--- config.mk ---
export PLATFORM = sky130hd
export DESIGN_NAME = json_string_escaper
export DESIGN_NICKNAME = d
export VERILOG_FILES = /design/src/sv/jse_pkg.sv /design/src/sv/json_string_escaper.sv /design/src/sv/jse_plan.sv
export SDC_FILE = /design/constraint.sdc
export NUM_CORES = 1
export LEC_CHECK = 0
export ABC_CLOCK_PERIOD_IN_PS = 8700
export BUFFER_PORTS_ARGS = -buffer_cell sky130_fd_sc_hd__buf_2
export CORE_MARGIN = 1.5
export CORE_UTILIZATION = 45
export CTS_CLUSTER_DIAMETER = 200
export DETAILED_ROUTE_END_ITERATION = 8
export GPL_TIMING_DRIVEN = 0
export SYNTH_ARGS = -nofsm -noshare
export SYNTH_HDL_FRONTEND = slang
export SYNTH_SLANG_ARGS = --single-unit
export TNS_END_PERCENT = 30
--- constraint.sdc ---
create_clock -name i_clk -period 8.7 [get_ports i_clk]
set_input_delay 1.74 -clock i_clk [delete_from_list [all_inputs] [get_ports i_clk]]
set_output_delay 1.74 -clock i_clk [all_outputs]
set_load 0.03 [all_outputs]
--- src/sv/jse_pkg.sv ---
// Shared types, character codes and helpers for the JSON string escaper.
package jse_pkg;

    localparam int unsigned MaxResults = 13;
    localparam int unsigned BodyMax    = 12;

    localparam logic [7:0] CH_QUOTE  = 8'h22;
    localparam logic [7:0] CH_BSLASH = 8'h5C;
    localparam logic [7:0] CH_LOW_U  = 8'h75;
    localparam logic [7:0] CH_LOW_B  = 8'h62;
    localparam logic [7:0] CH_LOW_F  = 8'h66;
    localparam logic [7:0] CH_LOW_N  = 8'h6E;
    localparam logic [7:0] CH_LOW_R  = 8'h72;
    localparam logic [7:0] CH_LOW_T  = 8'h74;
    localparam logic [7:0] CTL_BS    = 8'h08;
    localparam logic [7:0] CTL_TAB   = 8'h09;
    localparam logic [7:0] CTL_LF    = 8'h0A;
    localparam logic [7:0] CTL_FF    = 8'h0C;
    localparam logic [7:0] CTL_CR    = 8'h0D;

    typedef struct packed {
        logic        in_str;
        logic [1:0]  pend;
        logic [20:0] acc;
    } t_str_state;

    typedef struct packed {
        logic [MaxResults-1:0][7:0] chars;
        logic [3:0]                 count;
        logic                       closed;
    } t_plan;

    function automatic logic [7:0] hex_char(input logic [3:0] nib);
        logic [7:0] ch;
        if (nib < 4'd10) begin
            ch = 8'h30 + {4'b0, nib};
        end else begin
            ch = 8'h57 + {4'b0, nib};
        end
        return ch;
    endfunction

endpackage

--- src/sv/json_string_escaper.sv ---
// JSON string escaper: streams string bytes out as quoted, escaped characters.
//
// Input channel (i_valid / o_stall): one item per string byte, or one item
// flagged empty for an empty string. An item is taken when i_valid is high
// and o_stall is low. Output channel (o_valid / i_stall): one item per output
// character; o_last_result marks the last character an input item caused,
// o_string_closed marks the closing quote.
// Each input item is planned into a character buffer; characters then leave
// one per cycle, while the output is not stalled, through an output register,
// so the first character of an item passes through the buffer and then the
// output register. An item causing N characters holds the input until the
// buffer drains (up to 13 characters for a surrogate pair with the closing
// quote); items causing no character do not hold the input. The buffer's
// drain rate sets throughput.
// A stall on the output holds the output register and, while the buffer
// still holds characters, stalls the input.
// Config port (i_cfg_valid / o_cfg_ready) writes escape_unicode; always ready.
// Reset empties the buffer, clears the output valid flag, the string state and
// escape_unicode.
module json_string_escaper
    import jse_pkg::*;
(
    input  logic       i_clk,
    input  logic       i_rst_n,
    input  logic       i_valid,
    output logic       o_stall,
    input  logic [7:0] i_byte_value,
    input  logic       i_last_of_string,
    input  logic       i_empty_string,
    output logic       o_valid,
    input  logic       i_stall,
    output logic [7:0] o_out_char,
    output logic       o_last_result,
    output logic       o_string_closed,
    input  logic       i_cfg_valid,
    output logic       o_cfg_ready,
    input  logic       i_cfg_escape_unicode
);

    logic                       r_esc;
    t_str_state                 r_state;
    t_str_state                 n_state;
    t_plan                      n_plan;
    logic [MaxResults-1:0][7:0] r_chars;
    logic [3:0]                 r_left;
    logic                       r_closed;
    logic                       r_ovalid;
    logic [7:0]                 r_ochar;
    logic                       r_olast;
    logic                       r_oclosed;
    logic                       adv;
    logic                       accept;

    jse_plan u_plan (
        .i_byte_value     (i_byte_value),
        .i_last_of_string (i_last_of_string),
        .i_empty_string   (i_empty_string),
        .i_escape_unicode (r_esc),
        .i_state          (r_state),
        .o_state          (n_state),
        .o_plan           (n_plan)
    );

    assign adv         = ~r_ovalid | ~i_stall;
    assign o_stall     = ~((r_left == 4'd0) || (r_left == 4'd1 && adv));
    assign accept      = i_valid & ~o_stall;
    assign o_cfg_ready = 1'b1;

    assign o_valid         = r_ovalid;
    assign o_out_char      = r_ochar;
    assign o_last_result   = r_olast;
    assign o_string_closed = r_oclosed;

    always_ff @(posedge i_clk) begin
        if (!i_rst_n) begin
            r_esc <= 1'b0;
        end else if (i_cfg_valid && o_cfg_ready) begin
            r_esc <= i_cfg_escape_unicode;
        end
    end

    always_ff @(posedge i_clk) begin
        if (!i_rst_n) begin
            r_state  <= '0;
            r_left   <= 4'd0;
            r_ovalid <= 1'b0;
        end else begin
            if (accept) begin
                r_state <= n_state;
                r_left  <= n_plan.count;
            end else if (adv && r_left != 4'd0) begin
                r_left <= r_left - 4'd1;
            end
            if (adv) begin
                r_ovalid <= (r_left != 4'd0);
            end
        end
    end

    always_ff @(posedge i_clk) begin
        if (accept) begin
            r_chars  <= n_plan.chars;
            r_closed <= n_plan.closed;
        end else if (adv && r_left != 4'd0) begin
            r_chars <= {8'h00, r_chars[MaxResults-1:1]};
        end
        if (adv) begin
            r_ochar   <= r_chars[0];
            r_olast   <= (r_left == 4'd1);
            r_oclosed <= r_closed && (r_left == 4'd1);
        end
    end

`ifndef ASSERT_OFF
    a_left_bound: assert property (@(posedge i_clk) disable iff (!i_rst_n)
        r_left <= 4'(MaxResults))
        else $error("buffer count exceeds maximum");

    a_accept_drained: assert property (@(posedge i_clk) disable iff (!i_rst_n)
        accept |-> (r_left <= 4'd1))
        else $error("item taken while buffer still busy");

    a_closed_is_last: assert property (@(posedge i_clk) disable iff (!i_rst_n)
        (r_ovalid && r_oclosed) |-> (r_olast && r_ochar == CH_QUOTE))
        else $error("closing quote not last or not a quote");

    a_reset_clear: assert property (@(posedge i_clk)
        !i_rst_n |=> (r_left == 4'd0 && !r_ovalid && !r_state.in_str))
        else $error("reset did not clear control state");

    a_pend_in_str: assert property (@(posedge i_clk) disable iff (!i_rst_n)
        (r_state.pend != 2'd0) |-> r_state.in_str)
        else $error("pending sequence outside a string");
`endif

endmodule

--- src/sv/jse_plan.sv ---
// Per-item escape planner: characters to emit and next string state.
module jse_plan
    import jse_pkg::*;
(
    input  logic [7:0] i_byte_value,
    input  logic       i_last_of_string,
    input  logic       i_empty_string,
    input  logic       i_escape_unicode,
    input  t_str_state i_state,
    output t_str_state o_state,
    output t_plan      o_plan
);

    logic [BodyMax-1:0][7:0] body;
    logic [3:0]              blen;
    logic                    do_cp;
    logic [20:0]             cp;
    logic [20:0]             acc_n;
    logic [1:0]              pend_n;
    logic [20:0]             lead_acc;
    logic [1:0]              lead_extra;
    logic [7:0]              short_ch;
    logic                    is_short;
    logic                    big;
    logic [20:0]             v;
    logic [15:0]             hi;
    logic [15:0]             lo;
    logic [15:0]             w0;
    logic                    open;
    logic [3:0]              kk;
    logic [3:0]              idx;

    always_comb begin
        o_state  = i_state;
        body     = '0;
        blen     = 4'd0;
        do_cp    = 1'b0;
        cp       = '0;
        acc_n    = {i_state.acc[14:0], i_byte_value[5:0]};
        pend_n   = i_state.pend - 2'd1;
        open     = ~i_state.in_str;

        if (i_byte_value[7:5] == 3'b110) begin
            lead_acc = {16'b0, i_byte_value[4:0]};  lead_extra = 2'd1;
        end else if (i_byte_value[7:4] == 4'b1110) begin
            lead_acc = {17'b0, i_byte_value[3:0]};  lead_extra = 2'd2;
        end else if (i_byte_value[7:3] == 5'b11110) begin
            lead_acc = {18'b0, i_byte_value[2:0]};  lead_extra = 2'd3;
        end else begin
            lead_acc = {13'b0, i_byte_value};       lead_extra = 2'd0;
        end

        is_short = 1'b1;
        case (i_byte_value)
            CTL_BS:    short_ch = CH_LOW_B;
            CTL_FF:    short_ch = CH_LOW_F;
            CTL_LF:    short_ch = CH_LOW_N;
            CTL_CR:    short_ch = CH_LOW_R;
            CTL_TAB:   short_ch = CH_LOW_T;
            CH_QUOTE:  short_ch = CH_QUOTE;
            CH_BSLASH: short_ch = CH_BSLASH;
            default: begin
                short_ch = i_byte_value;
                is_short = 1'b0;
            end
        endcase

        o_state.in_str = 1'b1;
        if (i_state.pend != 2'd0) begin
            o_state.acc  = acc_n;
            o_state.pend = pend_n;
            if (pend_n == 2'd0 || i_last_of_string) begin
                do_cp = 1'b1;
                cp    = acc_n;
            end
        end else if (is_short) begin
            body[0] = CH_BSLASH;
            body[1] = short_ch;
            blen    = 4'd2;
        end else if (i_byte_value < 8'h20) begin
            do_cp = 1'b1;
            cp    = {13'b0, i_byte_value};
        end else if (i_byte_value < 8'h80 || !i_escape_unicode) begin
            body[0] = i_byte_value;
            blen    = 4'd1;
        end else if (lead_extra == 2'd0 || i_last_of_string) begin
            do_cp = 1'b1;
            cp    = lead_acc;
        end else begin
            o_state.acc  = lead_acc;
            o_state.pend = lead_extra;
        end

        big = cp > 21'h00FFFF;
        v   = cp - 21'h010000;
        hi  = 16'hD800 + {5'b0, v[20:10]};
        lo  = 16'hDC00 + {6'b0, v[9:0]};
        w0  = big ? hi : cp[15:0];
        if (do_cp) begin
            body[0] = CH_BSLASH;
            body[1] = CH_LOW_U;
            body[2] = hex_char(w0[15:12]);
            body[3] = hex_char(w0[11:8]);
            body[4] = hex_char(w0[7:4]);
            body[5] = hex_char(w0[3:0]);
            blen    = 4'd6;
            if (big) begin
                body[6]  = CH_BSLASH;
                body[7]  = CH_LOW_U;
                body[8]  = hex_char(lo[15:12]);
                body[9]  = hex_char(lo[11:8]);
                body[10] = hex_char(lo[7:4]);
                body[11] = hex_char(lo[3:0]);
                blen     = 4'd12;
            end
        end

        if (i_last_of_string) begin
            o_state = '0;
        end

        o_plan.chars  = '0;
        o_plan.count  = {3'b0, open} + blen + {3'b0, i_last_of_string};
        o_plan.closed = i_last_of_string;
        for (int k = 0; k < MaxResults; k++) begin
            kk  = 4'(k);
            idx = kk - {3'b0, open};
            if (open && kk == 4'd0) begin
                o_plan.chars[k] = CH_QUOTE;
            end else if (idx < blen) begin
                o_plan.chars[k] = body[idx];
            end else if (idx == blen && i_last_of_string) begin
                o_plan.chars[k] = CH_QUOTE;
            end
        end

        if (i_empty_string) begin
            o_state       = '0;
            o_plan.chars  = '0;
            o_plan.chars[0] = CH_QUOTE;
            o_plan.chars[1] = CH_QUOTE;
            o_plan.count  = 4'd2;
            o_plan.closed = 1'b1;
        end
    end

endmodule

==> summary.txt, run 1 <==
Yosys
  • Most frequent cell after synthesis: edfxtp_1
  • Async S/R FF share, synth: 0%
  • Syn nets: 881
  • Synth top area share: 41.4%
  • Syn Inst Count: 839
  • Top post-synthesis cells by area: edfxtp_1 41%, dfxtp_1 6.0%, nand2_1 4.7%
  • Count of cell types in the netlist: 83
  • Yosys reg bits: 135
  • EDFF count, synth: 111
  • Syn Std Cell Area: 8050 sq um
  • Sequential area share after synthesis: 47.4%
  • Synth cell count leaders: 111 x edfxtp_1, 101 x nand2_1, 81 x nor2_1
  • Post-Syn Area per Cell: 9.60 sq um
  • Post-synth top area cell: edfxtp_1
  • Synthesis warning total: 0
  • Post-synth top flop: edfxtp_1

Global routing
  • First-pass GRT wire length: 42.4 mm
  • Largest net degree at the start of global routing: 54
  • GR Util All Layers: 31.0%
  • Global route overflow: 0
  • Initial antenna violation count: 0
  • Number of global-route vias before repair: 6882

Clocking
  • Root Driver: clkbuf_16
  • CTS tree: yes
  • Post-CTS Setup Bufs: 0
  • Clock Tree Buf Depth: 2
  • CTS Buf Count: 17
  • # hold bufs at CTS: 0
  • Clock latency on the worst-skew pair: 450 ps
  • Clock slew at reported path FFs: 70 ps
  • H-tree depth: 4
  • Sink Count: 135

Placed design
  • Placed cells: 1092
  • PortBufs: 27
  • Placed standard-cell area: 8500 sq um
  • Hpwl dp: 20.6 mm
  • GP Congestion: 0.904
  • Worst slack at placement: -457 ps

Critical path
  • Setup Crit Path Kind: primary input to flip-flop
  • Crit. End Element: flip-flop
  • Setup crit start kind: primary input
  • Top delay family on crit path: compound AO/OA/AOI/OAI gates
  • Bufs and invs on worst path: 7
  • CP peak stage delay: 600 ps
  • Critical path arrival: 8270 ps
  • CP required: 8880 ps
  • Slowest-stage cell, CP: a2111oi_2
  • Crit-path max FO: 11
  • Most used cell, CP: buf_2

Floorplanning
  • Die Area: 18700 sq um
  • Number of I/O pins: 29
  • Core Box Area: 17400 sq um
  • DIE HEIGHT: 137 microns
  • Initial core utilization: 46.2%
  • # rows: 48
  • Die X: 137 microns

Timing
  • Slew Limit Fails: 0
  • Fmax: 124 MHz
  • PnR worst setup slack: 604 ps
  • Final Skew: 12.3 ps
  • Final hold viol count: 0
  • Setup violators final: 0
  • Unrepaired setup endpoints after global routing: false
  • Fin crit period: 8100 ps
  • Slew margin rel.: 26.1%
  • Final worst-path cycle share: 93.1%
  • Worst-Margin Slew: 1110 ps

Route
  • Post-Route WL: 27.9 mm
  • Vias post-DR: 7204
  • 1st-pass router iterations: 8
  • DR iter-0 viols: 832
  • Vias per cell: 6.41
  • Remaining antenna violation count: 0
  • DR DRC count: 0
  • Avg WL per Cell: 24.8 microns

Power and ir drop
  • Clock share of power: 26.8%
  • Worst vdd ir: 0.318 mV
  • LEAKAGE: 3.46 nW
  • Switch Pwr: 1.02 mW
  • Comb power frac: 30.4%
  • Power share of the sequential group: 42.8%
  • Sw Ratio: 35.4%
  • Pint: 1.86 mW
  • Pwr Density: 315 nW/um^2

Cells and area
  • Nets: 928
  • Layout cells sized above 1: 11.5%
  • Fin area: 9120 sq um
  • Non-filler cells, final: 1124
  • Antenna cells: 0
  • Layout area overhead: 13.3%

Job
  • Max Cap Viol: 0

Run status
  • Run status: complete, no violations

Min path
  • Hold crit path type: flip-flop to flip-flop
==> placed cells by master, fill, tap and decap left out, types with 23 or more instances in the layout <==
master	count
edfxtp_1	111
dfxtp_1	24
a21oi_1	50
buf_2	34
nand2_1	100
inv_1	23
a22o_1	27
clkbuf_1	41
nor2_1	81
ha_1	25
o21ai_0	55
==> logic make-up (layout without fill, tap and decap cells) <==
kind of cell / Yosys count / after routing / synth area share (%)
compound gates: 252 / 252 / 21.6
xor+xnor: 12 / 12 / 1.31
fa+ha+maj: 26 / 26 / 4.13
buf+inv: 83 / 143 / 4.26
flops: 135 / 135 / 47.4
mux: 24 / 24 / 3.11
other cells: 2 / 2 / 0.0933
simple gates: 305 / 305 / 18.1
==> worst paths after layout <==
kind                        start       endpoint  slack [ps]  depth (start not counted)
setup / recovery  i_byte_value[4]    r_chars[97]         600                         25
hold / removal         r_chars[2]  o_out_char[2]         420                          0
setup reg to reg      r_state[22]    r_chars[97]        1960                         24
hold reg to reg        r_chars[2]  o_out_char[2]         420                          0
==> layer usage <==
metal,vias up,track usage (%),part of all wire (%)
met5,-,0,0
met4,0,11.6,3.4
met3,60,5.63,7.3
met2,361,48.3,45
met1,3538,42.8,44
li1,3245,-,-
==> sequential cells by signal, summed over array words and instances, names as in the netlist <==
name / cells
r_closed: 1
o_valid: 1
o_out_char: 8
r_esc: 1
r_chars: 100
o_string_closed: 1
r_left: 4
o_last_result: 1
r_state: 18
==> power groups by stage <==
stage	Sequential, mW	Combinational (mW)	Clock, mW
finish	1.23	0.872	0.770
global route	1.25	0.945	0.793
CTS	1.23	0.864	0.766
detailed placement	1.24	0.858	0
global placement	1.28	0.813	0
floorplan	1.29	0.532	0
==> what timing repair did <==
item / CTS / global route
endpoints found under the hold margin: 0 / 0
resized for setup: 1 / 3
setup endpoints to repair: 1 / 14
==> metrics by stage <==
| stage | total power, mW | hold slack, ps | setup TNS (ps) | util [%] |
|---|---|---|---|---|
| after floorplan | 1.82 | 400 | 0 | - |
| after global placement | 2.09 | 403 | -483 | 48.6 |
| after detailed placement | 2.10 | 405 | -465 | 48.8 |
| after CTS | 2.86 | 421 | 0 | 52.3 |
| after global routing | 2.99 | 441 | 0 | 52.4 |
| final | 2.87 | 419 | 0 | 52.4 |
==> cell type report <==
class,count,area [sq um]
Clock buffer,17,425
Timing Repair Buffer,28,163
Sequential cell,135,3810
Multi-Input combinational cell,621,3910
Tap cell,225,282
Clock inverter,15,184
Inverter,26,100
Buffer,57,244
Fill cell,1655,8290
Power figures use the tool's default switching activity.
==> run 2, diff against run 1 <==
--- a/config.mk
+++ b/config.mk
@@ -5,7 +5,7 @@
 export SDC_FILE = /design/constraint.sdc
 export NUM_CORES = 1
 export LEC_CHECK = 0
-export ABC_CLOCK_PERIOD_IN_PS = 8700
+export ABC_CLOCK_PERIOD_IN_PS = 8000
 export BUFFER_PORTS_ARGS = -buffer_cell sky130_fd_sc_hd__buf_2
 export CORE_MARGIN = 1.5
 export CORE_UTILIZATION = 45
==> constraint.sdc (replaced) <==
create_clock -name i_clk -period 8 [get_ports i_clk]
set_input_delay 1.6 -clock i_clk [delete_from_list [all_inputs] [get_ports i_clk]]
set_output_delay 1.6 -clock i_clk [all_outputs]
set_load 0.03 [all_outputs]
==> summary.txt, run 2 (same netlist as run 1, synthesis figures left out) <==
Cells and area
  • Layout cells sized above 1: 11.9% (was 11.5%)
  • Fin area: 9150 sq um (was 9120 sq um)
  • Commonest non-fill, non-tap cell in the layout: edfxtp_1 (unchanged)
  • Most frequent cells in the layout: 111 x edfxtp_1, 100 x nand2_1, 81 x nor2_1 (unchanged)
  • Antenna cells: 0 (unchanged)
  • Post-layout util: 52.5% (was 52.4%)
  • Layout area overhead: 13.6% (was 13.3%)
  • Biggest register: r_chars (unchanged)
  • Non-filler cells, final: 1123 (was 1124)
  • Nets: 927 (was 928)
  • Number of flip-flops in the largest register: 100 (unchanged)

Floorplanning
  • DIE HEIGHT: 137 microns (unchanged)
  • Number of I/O pins: 29 (unchanged)
  • Core Box Area: 17400 sq um (unchanged)
  • Initial core utilization: 46.2% (unchanged)
  • Die Area: 18700 sq um (unchanged)
  • # rows: 48 (unchanged)
  • Die X: 137 microns (unchanged)

Route
  • Vias per cell: 6.41 (about the same)
  • DR iter-0 viols: 844 (was 832)
  • 1st-pass router iterations: 5 (was 8)
  • DR DRC count: 0 (unchanged)
  • Avg WL per Cell: 24.8 microns (about the same)
  • Vias post-DR: 7199 (was 7204)
  • Remaining antenna violation count: 0 (unchanged)
  • Post-Route WL: 27.9 mm (unchanged)

Timing
  • Slew margin rel.: 25.5% (was 26.1%)
  • Final Skew: 11.2 ps (was 12.3 ps)
  • Worst-Margin Slew: 1120 ps (was 1110 ps)
  • Final hold viol count: 0 (unchanged)
  • Unrepaired setup endpoints after global routing: false (unchanged)
  • Setup violators final: 0 (unchanged)
  • Fmax: 134 MHz
  • Fin crit period: 7470 ps
  • Final worst-path cycle share: 93.4%
  • Minimum hold slack: 423 ps (was 419 ps)
  • Slew Limit Fails: 0 (unchanged)

Power and ir drop
  • LEAKAGE: 3.47 nW (was 3.46 nW)
  • Pwr Density: 341 nW/um^2 (was 315 nW/um^2)
  • Worst vdd ir: 0.347 mV (was 0.318 mV)
  • Tot Pwr: 3.12 mW (was 2.87 mW)

Clocking
  • Clock Tree Buf Depth: 2 (unchanged)
  • Clock slew at reported path FFs: 70 ps (about the same)
  • # hold bufs at CTS: 0 (unchanged)
  • Clock latency on the worst-skew pair: 440 ps (was 450 ps)
  • Sink Count: 135 (unchanged)
  • Root Driver: clkbuf_16 (unchanged)
  • CTS tree: yes (unchanged)
  • H-tree depth: 4 (unchanged)
  • CTS Buf Count: 17 (unchanged)

Critical path
  • Critical path arrival: 7690 ps (was 8270 ps)
  • Setup Crit Path Kind: primary input to flip-flop (unchanged)
  • Crit. End Element: flip-flop (unchanged)
  • Setup crit start kind: primary input (unchanged)
  • Crit-path max FO: 11 (unchanged)
  • CP required: 8210 ps (was 8880 ps)

Min path
  • Hold crit path type: flip-flop to flip-flop (unchanged)

Global routing
  • Largest net degree at the start of global routing: 54 (unchanged)
  • GR Util All Layers: 31.0% (about the same)
  • Initial antenna violation count: 0 (unchanged)
  • First-pass GRT wire length: 42.4 mm (about the same)
  • Number of global-route vias before repair: 6890 (was 6882)
  • Global route overflow: 0 (unchanged)

Placed design
  • Hpwl dp: 20.6 mm (unchanged)
  • PortBufs: 27 (unchanged)
  • GP Congestion: 0.904 (unchanged)
  • Placed cells: 1092 (unchanged)
  • Placed standard-cell area: 8500 sq um (unchanged)

Job
  • Max Cap Viol: 0 (unchanged)

Run status
  • Run status: complete, no violations (unchanged)
## run 2: changes by cell type in the layout (fill, tap and decap cells not counted), sizes merged
cell / before / now
buf: 42 / 43
clkbuf: 60 / 58
## run 2: what timing repair did
item,CTS,global route
endpoints found under the setup margin,2,26
setup buffers,0,0
gates resized for setup,3,10
## run 2: per-layer routing
layer | up-vias | track usage (%) | wire length (microns)
li1 | 3246 | - | -
met1 | 3547 | 43.0 | 12300
met2 | 346 | 48.5 | 12800
met3 | 60 | 5.81 | 1920
met4 | 0 | 10.5 | 899
met5 | - | 0 | 0
## run 2: path summary, 6_finish.rpt
kind / startpoint / endpoint / slack [ps] / cells past startpoint
worst max-delay path: i_byte_value[6] / r_chars[97] / 530 / 25
worst min-delay path: r_chars[2] / o_out_char[2] / 420 / 0
worst max register to register: r_state[21] / r_chars[97] / 1560 / 24
worst min register to register: r_chars[2] / o_out_char[2] / 420 / 0
## run 2: critical path, cell delays in order
cell	delay, ps
buf_2	120
clkbuf_2	190
and4b_1	250
a221oi_2	330
o21ai_0	300
a21oi_2	390
nand2_1	210
inv_1	130
ha_1	160
and4_1	220
o21ai_0	160
nor3b_1	290
or2_2	150
buf_2	220
o21ai_4	170
inv_4	150
buf_2	290
buf_2	370
nand2_1	230
ha_1	350
o21bai_1	210
a21o_1	270
nand3_1	190
a21boi_0	220
a2111oi_4	500
## run 2: stage by stage
| stage | TNS (ps) | worst slack [ps] |
|---|---|---|
| 6_report | 0 | 525 |
| 5_1_grt | 0 | 51.5 |
| 4_1_cts | 0 | 157 |
| 3_5_place_dp | -8730 | -1020 |
| 3_3_place_gp | -6270 | -1040 |
| 2_1_floorplan | 0 | 1360 |
## run 2: area by class of cell
type / count / area [sq um]
Buffer: 56 / 244
Clock buffer: 17 / 425
Clock inverter: 15 / 184
Fill cell: 1652 / 8270
Inverter: 26 / 100
Multi-Input combinational cell: 621 / 3940
Sequential cell: 135 / 3810
Tap cell: 225 / 282
Timing Repair Buffer: 28 / 163
## run 2: power by group
| group | switching, mW | internal, mW | leakage [nW] |
|---|---|---|---|
| logic | 0.651 | 0.301 | 1.82 |
| clock network | 0.363 | 0.474 | 0.298 |
| registers | 0.0928 | 1.24 | 1.35 |
==> run 3, diff against run 2 <==
--- a/config.mk
+++ b/config.mk
@@ -6,7 +6,7 @@
 export NUM_CORES = 1
 export LEC_CHECK = 0
 export ABC_CLOCK_PERIOD_IN_PS = 8000
-export BUFFER_PORTS_ARGS = -buffer_cell sky130_fd_sc_hd__buf_2
+export BUFFER_PORTS_ARGS = -buffer_cell sky130_fd_sc_hd__buf_4
 export CORE_MARGIN = 1.5
 export CORE_UTILIZATION = 45
 export CTS_CLUSTER_DIAMETER = 200
==> summary.txt, run 3 (same netlist as run 1, synthesis figures left out) <==
Timing
  • Final Skew: 9.88 ps (was 11.2 ps)
  • Final worst-path cycle share: 94.4% (was 93.4%)
  • Setup violators final: 0 (unchanged)
  • Slew Limit Fails: 0 (unchanged)
  • Fin crit period: 7550 ps (was 7470 ps)
  • Slew margin rel.: 23.9% (was 25.5%)
  • Fmax: 132 MHz (was 134 MHz)
  • Final hold viol count: 0 (unchanged)
  • Unrepaired setup endpoints after global routing: false (unchanged)
  • Worst-Margin Slew: 1130 ps (was 1120 ps)

Route
  • DR DRC count: 0 (unchanged)
  • Vias post-DR: 7061 (was 7199)
  • Met3 WL: 2.15 mm (was 1.92 mm)
  • Metal-1 WL: 11.7 mm (was 12.3 mm)
  • DR iter-0 viols: 693 (was 844)
  • Max Used Layer: met4 (unchanged)
  • 1st-pass router iterations: 6 (was 5)
  • Avg WL per Cell: 24.1 microns (was 24.8 microns)
  • Met2 WL: 12.3 mm (was 12.8 mm)
  • Post-Route WL: 27.1 mm (was 27.9 mm)
  • Vias per cell: 6.29 (was 6.41)
  • Remaining antenna violation count: 0 (unchanged)

Cells and area
  • Layout area overhead: 14.5% (was 13.6%)
  • Number of flip-flops in the largest register: 100 (unchanged)
  • Layout cells sized above 1: 11.7% (was 11.9%)
  • Nets: 927 (unchanged)
  • Most frequent cells in the layout: 111 x edfxtp_1, 100 x nand2_1, 81 x nor2_1 (unchanged)
  • Antenna cells: 0 (unchanged)
  • Biggest register: r_chars (unchanged)
  • Post-layout util: 52.9% (was 52.5%)
  • Commonest non-fill, non-tap cell in the layout: edfxtp_1 (unchanged)
  • Fillers: 1643 (was 1652)

Placed design
  • PortBufs: 27 (unchanged)
  • GP Congestion: 0.944 (was 0.904)
  • Hpwl dp: 20.2 mm (was 20.6 mm)

Floorplanning
  • DIE HEIGHT: 137 microns (unchanged)
  • Initial core utilization: 46.2% (unchanged)
  • Core Box Area: 17400 sq um (unchanged)
  • Die Area: 18700 sq um (unchanged)
  • Die X: 137 microns (unchanged)
  • Number of I/O pins: 29 (unchanged)
  • # rows: 48 (unchanged)

Power and ir drop
  • LEAKAGE: 3.48 nW (was 3.47 nW)
  • Pwr Density: 340 nW/um^2 (was 341 nW/um^2)
  • Worst vdd ir: 0.413 mV (was 0.347 mV)
  • Tot Pwr: 3.13 mW (was 3.12 mW)

Clocking
  • Root Driver: clkbuf_16 (unchanged)
  • CTS tree: yes (unchanged)
  • Sink Count: 135 (unchanged)
  • Clock Tree Buf Depth: 2 (unchanged)
  • Clock latency on the worst-skew pair: 430 ps (was 440 ps)
  • H-tree depth: 4 (unchanged)
  • CTS Buf Count: 17 (unchanged)
  • Clock slew at reported path FFs: 60 ps (was 70 ps)

Global routing
  • First-pass GRT wire length: 41.5 mm (was 42.4 mm)
  • Global route overflow: 0 (unchanged)
  • Number of global-route vias before repair: 6869 (was 6890)
  • GR Util All Layers: 30.3% (was 31.0%)
  • Largest net degree at the start of global routing: 69 (was 54)
  • Initial antenna violation count: 0 (unchanged)

Critical path
  • CP peak stage delay: 510 ps (was 500 ps)
  • Crit-path max FO: 11 (unchanged)
  • CP required: 8200 ps (was 8210 ps)
  • Setup Crit Path Kind: primary input to flip-flop (unchanged)
  • Top delay family on crit path: compound AO/OA/AOI/OAI gates (unchanged)
  • Bufs and invs on worst path: 7 (unchanged)
  • Slowest-stage cell, CP: a2111oi_4 (unchanged)
  • Setup crit start kind: primary input (unchanged)
  • Critical path arrival: 7750 ps (was 7690 ps)
  • Most used cell, CP: buf_2 (unchanged)
  • Crit. End Element: flip-flop (unchanged)

Min path
  • Hold crit path type: flip-flop to flip-flop (unchanged)

Job
  • Max Cap Viol: 0 (unchanged)

Run status
  • Run status: complete, no violations (unchanged)
[run 3: metrics by stage]
stage	cells	area [sq um]	TNS, ps	worst slack (ps)	hold slack (ps)
final	1123	9220	0	446	419
after global routing	1123	9220	0	3.73	431
after CTS	1124	9190	0	77.7	419
after detailed placement	1092	8570	-10250	-1160	405
after global placement	1091	8540	-5520	-1040	404
after floorplan	839	8050	0	1360	400
[run 3: worst paths after layout]
check / startpoint / endpoint / slack, ps / depth (start not counted)
hold reg to reg: r_chars[6] / o_out_char[6] / 420 / 0
setup reg to reg: r_state[21] / r_chars[97] / 1520 / 23
setup / recovery: i_byte_value[2] / r_chars[97] / 450 / 25
hold / removal: r_chars[6] / o_out_char[6] / 420 / 0
[run 3: per-layer routing]
metal | track usage (%) | up-vias
met3 | 6.70 | 56
met5 | 0 | -
met2 | 47.1 | 332
li1 | - | 3227
met1 | 40.6 | 3446
met4 | 12.9 | 0
[run 3: layout make-up]
class                           instances  area (sq um)  share of cell area, %
Timing Repair Buffer                   28           230                   2.50
Buffer                                 56           241                   2.62
Clock buffer                           17           425                   4.61
Sequential cell                       135          3810                   41.4
Multi-Input combinational cell        621          3940                   42.7
Inverter                               26           100                   1.09
Tap cell                              225           282                   3.05
Clock inverter                         15           190                   2.06
[run 3: report_power, final]
part           total (mW)  internal (mW)  leakage [nW]  switching, mW
combinational       0.962          0.319          1.84          0.643
clock               0.840          0.499         0.299          0.342
sequential           1.33           1.24          1.35         0.0878
total                3.13           2.06          3.48           1.07
[run 3: timing repair]
item,CTS,global route
buffers inserted,0,0
hold buffers,0,0
resized for setup,3,7
endpoints found under the setup margin,3,24
